<file path="src/design/assert_macros.svh">
// ----------------------------------------------------------------------------
// Assertion macros
// Shared helpers for concurrent assertions clocked on clk, with or without a disable in reset.
// ----------------------------------------------------------------------------
`ifndef ASSERT_MACROS_SVH
`define ASSERT_MACROS_SVH

// Checks prop at every rising edge of clk while rst is low.
`define ASSERT_CLK(lbl, prop, msg) \
  lbl: assert property (@(posedge clk) disable iff (rst) prop) else $error(msg);

// Checks prop at every rising edge of clk, also during reset.
`define ASSERT_ALWAYS(lbl, prop, msg) \
  lbl: assert property (@(posedge clk) prop) else $error(msg);

`endif

</file>
<file path="src/design/ptaac_pkg.sv">
// ----------------------------------------------------------------------------
// ptaac_pkg
// Types and fixed widths shared by the access counter modules.
// ----------------------------------------------------------------------------
`default_nettype none

package ptaac_pkg;

  localparam int ADDR_W  = 32;
  localparam int TID_W   = 4;
  localparam int COUNT_W = 32;
  localparam int INDEX_W = 6;
  // Wide enough to compare a thread number or sweep position with THREADS.
  localparam int TCMP_W  = 7;

  typedef struct packed {
    logic load_in;
    logic cmp;
    logic enc;
    logic adr;
    logic rd;
    logic wb;
    logic clr;
    logic out_load;
  } cmd_t;

  typedef struct packed {
    logic hit;
    logic drop;
    logic clr_last;
    logic out_free;
  } status_t;

endpackage

`default_nettype wire

</file>
<file path="src/design/ptaac_ctrl.sv">
// ----------------------------------------------------------------------------
// ptaac_ctrl
// Sequencer for one access: compare, encode, then counter update, allocation
// sweep or nothing (dropped access), then hand-off to the output register.
// ----------------------------------------------------------------------------
`default_nettype none

module ptaac_ctrl (
  input  logic               clk,
  input  logic               rst,
  input  logic               in_valid,
  output logic               in_ready,
  input  ptaac_pkg::status_t status,
  output ptaac_pkg::cmd_t    cmd
);

  import ptaac_pkg::*;

  typedef enum logic [2:0] {
    S_IDLE,
    S_CMP,
    S_ENC,
    S_ADR,
    S_RD,
    S_WB,
    S_CLR,
    S_OUT
  } state_t;

  state_t state;
  state_t state_next;

  assign in_ready = (state == S_IDLE);

  always_comb begin
    cmd        = '0;
    state_next = state;
    case (state)
      S_IDLE: begin
        cmd.load_in = in_valid;
        if (in_valid) begin
          state_next = S_CMP;
        end
      end
      S_CMP: begin
        cmd.cmp    = 1'b1;
        state_next = S_ENC;
      end
      S_ENC: begin
        cmd.enc    = 1'b1;
        state_next = S_ADR;
      end
      S_ADR: begin
        cmd.adr = 1'b1;
        if (status.drop) begin
          state_next = S_OUT;
        end else if (status.hit) begin
          state_next = S_RD;
        end else begin
          state_next = S_CLR;
        end
      end
      S_RD: begin
        cmd.rd     = 1'b1;
        state_next = S_WB;
      end
      S_WB: begin
        cmd.wb     = 1'b1;
        state_next = S_OUT;
      end
      S_CLR: begin
        cmd.clr = 1'b1;
        if (status.clr_last) begin
          state_next = S_OUT;
        end
      end
      S_OUT: begin
        cmd.out_load = status.out_free;
        if (status.out_free) begin
          state_next = S_IDLE;
        end
      end
      default: begin
        state_next = S_IDLE;
      end
    endcase
  end

  always_ff @(posedge clk) begin
    if (rst) begin
      state <= S_IDLE;
    end else begin
      state <= state_next;
    end
  end

endmodule

`default_nettype wire

</file>
<file path="config.mk">
export PLATFORM = sky130hd
export DESIGN_NAME = ptaac_ctrl
export DESIGN_NICKNAME = d
export VERILOG_FILES = /design/src/design/assert_macros.svh /design/src/design/ptaac_pkg.sv /design/src/design/ptaac_ctrl.sv
export SDC_FILE = /design/constraint.sdc
export NUM_CORES = 1
export LEC_CHECK = 0
export ABC_AREA = 1
export ABC_CLOCK_PERIOD_IN_PS = 2700
export BUFFER_PORTS_ARGS = -buffer_cell sky130_fd_sc_hd__buf_2
export CELL_PAD_IN_SITES_DETAIL_PLACEMENT = 1
export CELL_PAD_IN_SITES_GLOBAL_PLACEMENT = 2
export CORE_MARGIN = 3
export CORE_UTILIZATION = 18
export DETAILED_ROUTE_END_ITERATION = 7
export GPL_TIMING_DRIVEN = 0
export PLACE_DENSITY_LB_ADDON = 0.1
export REMOVE_ABC_BUFFERS = 1
export SYNTH_ARGS = -nofsm -noshare
export SYNTH_HDL_FRONTEND = slang
export SYNTH_SLANG_ARGS = --single-unit
</file>
<file path="constraint.sdc">
create_clock -name clk -period 2.7 [get_ports clk]
set_input_delay 0.54 -clock clk [delete_from_list [all_inputs] [get_ports clk]]
set_output_delay 0.54 -clock clk [all_outputs]
set_load 0.03 [all_outputs]
</file>
-- Word level (Yosys, flattened, before mapping)
Cells that the tools add are included.
Widths: inputs -> output; s select.
- flip-flop bits (word level): 3
- input bits: 7
- output and inout bits: 9
- word-level logic and storage cells: 27
- eq/ne operators: 10
- mux-type cells: 14
- reductions and logical operators: 2
- operator list (cell ; count):
    $pmux 3 s8 ; 1
    $eq 3x3->1 const B ; 4
    $mux 3 ; 4
    $mux 1 ; 8
    $eq 3x2->1 const B ; 2
    $ne 2x2->1 const B ; 3
    $eq 3x1->1 const B ; 1
    $logic_not 3->1 ; 1
    $reduce_and 3->1 ; 1
    $mux 2 ; 1

-- Logic depth before layout (Yosys ltp)
- word-level depth: 3
- depth in mapped cells: 6
- mapped depth without buffers: 6

-- Worst setup path before layout
No wires, ideal clock.
- path kind: in2out
- from: in status[0] (netlist name)
- to: out cmd[0] (netlist name)
- arrival: 1.309 ns
- required time: 2.160 ns
- setup slack: 0.851 ns
- stages on the path: 2
- path buffers: 0
- cells stage by stage: inv_1 nor3_1
- RTL lines (what ; RTL line ; text):
    from (decl) ; ptaac_ctrl.sv:13 ; input ptaac_pkg::status_t status,
    to (decl) ; ptaac_ctrl.sv:14 ; output ptaac_pkg::cmd_t cmd

==> flow_summary.json <==
{
  "worst_setup_hold_path_clk_slew_ns": 0.04,
  "critPathCaptureType": "primary output",
  "grt_busiest_layer": "met2",
  "hold_slack_ns": 0.492,
  "fin_clk_skew_ns": 0.00177,
  "finalCritPeriodShare": 0.728,
  "netlist.area_leader.share": 0.238,
  "worst_ep_arrival_time_ns": 1.43,
  "synthCells": 44,
  "setup.worst_path.class": "flip-flop to primary output",
  "dpl-instance-area_sq_um": 334,
  "post_synth_num_cell_types": 13,
  "worstRegToRegCells": 5,
  "cp_max_fo": 9,
  "place.detailed.hpwl_microns": 630,
  "cts.htree.levels": 1,
  "min-delay-start": "rst",
  "finalNetCount": 70,
  "antenna_found_initial": 0,
  "pwr_density_cell_nw_per_um2": 765,
  "grt_pass1_vias": 310,
  "io-pin-count": 16,
  "avgViaCountPerCell": 4.20,
  "buffer_ports.inserted": 15,
  "hold_viol": 0,
  "cts_resized": 0,
  "final-max-slew-violation-count": 0,
  "worstHoldPathType": "input port to flip-flop",
  "crit_path_start_kind": "flip-flop",
  "global_route.usage.total": 0.0914,
  "cts_post_setup_buffers_inserted": 0,
  "cap_violations": 0,
  "floorplan.die_area_sq_um": 1890,
  "met3_usage": 0.0456,
  "netlist_area_sq_um": 253,
  "die_h_microns": 43.5,
  "leakagePower_nw": 0.223,
  "initial_core_util": 0.210,
  "grt_setup_unrepaired": "no",
  "route.detailed.wl_per_inst_microns": 10.1,
  "largest_register_ff_count": 3,
  "fin_area_sq_um": 360,
  "synthDominantAreaCellType": "dfxtp_1",
  "router_iterations_before_antenna_repair": 4,
  "gp_congestion": 0.700,
  "timing.rr.start": "state[2]",
  "tightest_slew_ns": 0.328,
  "hold_path_end": "state[2]",
  "largest_registers": "state: 3 flops",
  "mostFrequentLayoutCell": "buf_2",
  "most-common-layout-cells": "15 x buf_2, 11 x inv_1, 8 x nor2_1",
  "clock-sinks": 3,
  "post_synth_main_area_contributors": "dfxtp_1 24%, inv_1 16%, nor2_1 12%, nand3_1 9.9%, nand2_1 8.9%",
  "share_of_layout_cells_above_drive_strength_1": 0.323,
  "gr-usage-met1": 0.122,
  "grt_max_degree": 10,
  "synthesis.yosys.warnings": 0,
  "clkLatencyLatePin_ns": 0.23,
  "regMostFlops": "state",
  "reg2reg_slack_ns": 1.47,
  "grt_overflow_total": 0,
  "worstReg2RegEnd": "state[1]",
  "fin_crit_ns": 1.97,
  "fillers": 181,
  "vias": 319,
  "insertedDiodeCount": 0,
  "global_route_wire_length_before_repair_mm": 1.32,
  "synth.yosys.seq_area_share": 0.238,
  "seq_area_sq_um": 60.1,
  "max_freq_mhz": 509,
  "routed_wirelength_microns": 765,
  "max_slew_margin": 0.781,
  "violation_count_after_the_first_detailed_route_iteration": 9,
  "rows": 12,
  "synth_area_per_cell_sq_um": 5.74,
  "status": "finished clean",
  "sum_of_negative_setup_slack_ns": 0,
  "multiInputGateArea_sq_um": 140,
  "cts_hold_buffers": 0,
  "root_buffer": "clkbuf_4",
  "syn_to_final_growth_pct": 42.6,
  "count_of_state_elements_after_synthesis": 3,
  "route.detailed.drc": 0,
  "drt.antenna.violating_nets": 0,
  "total_clock_buffers_created_by_cts": 3,
  "cts-root-to-sink-buffers": 2,
  "core-area_sq_um": 1200,
  "worst_ir_drop_on_vdd_mv": 0.243,
  "hold_path_depth": 2,
  "global_routing_usage_on_met2": 0.124,
  "clock_tree_from_tritoncts": "done",
  "cp.required_ns": 2.16,
  "chipWidth_microns": 43.5,
  "setup_viol": 0
}
==> metal layers <==
metal,up-vias,part of all wire
met5,-,0
met1,131,0.45
met2,16,0.41
met3,0,0.13
li1,172,-
met4,0,0
==> stage by stage <==
| step | power [mW] | cells | setup slack [ns] | utilization |
|---|---|---|---|---|
| 2_1_floorplan | 0.161 | 43 | 0.791 | - |
| 3_3_place_gp | 0.201 | 72 | 0.944 | 0.278 |
| 3_5_place_dp | 0.200 | 72 | 0.949 | 0.278 |
| 4_1_cts | 0.282 | 76 | 0.704 | 0.300 |
| 5_1_grt | 0.306 | 76 | 0.623 | 0.300 |
| 6_report | 0.276 | 76 | 0.734 | 0.300 |
==> cells in the mapped netlist <==
| cell | n |
|---|---|
| nand2_1 | 6 |
| nor2_1 | 8 |
| buf_6 | 1 |
| nor3_1 | 3 |
| inv_1 | 11 |
| nor2_4 | 1 |
| a21oi_1 | 1 |
| dfxtp_1 | 3 |
| a211oi_1 | 1 |
| o21ai_0 | 1 |
| nand2_2 | 1 |
| nand4_1 | 2 |
| nand3_1 | 5 |
==> cell families after synthesis <==
group	after synthesis	synth area share
AND/OR/NAND/NOR	26	0.485
buffers and inverters	12	0.208
flip-flops	3	0.238
AO/OA/AOI/OAI	3	0.0693
==> area by class of cell <==
class,instances,share of cell area
inverter,11,0.115
timing repair buffer,15,0.208
clock buffer,4,0.0729
sequential,3,0.167
multi-input combinational,29,0.389
tap,14,0.0486
==> report_power, final <==
| group | internal (mW) | switching [mW] | total [mW] | leakage [nW] |
|---|---|---|---|---|
| clock | 0.0554 | 0.0231 | 0.0784 | 0.0150 |
| sequential | 0.0534 | 0.0186 | 0.0720 | 0.0249 |
| combinational | 0.0376 | 0.0876 | 0.125 | 0.183 |
==> worst max-delay path, stage by stage, from the launching register on <==
cell	delay, ns
dfxtp_1	0.50
inv_1	0.17
nor3_1	0.27
buf_2	0.24
==> worst max-delay path by stage <==
stage / slack, ns / to / depth (start not counted) / startpoint
final: 0.73 / cmd[0] / 3 / state[2]
after global placement: 0.94 / cmd[0] / 3 / state[2]
after detailed placement: 0.95 / cmd[0] / 3 / state[2]
after global routing: 0.62 / cmd[0] / 3 / state[2]
after floorplan: 0.79 / cmd[0] / 2 / state[2]
after CTS: 0.70 / cmd[0] / 3 / state[2]
Note: power is estimated with default switching activity, not from simulation.
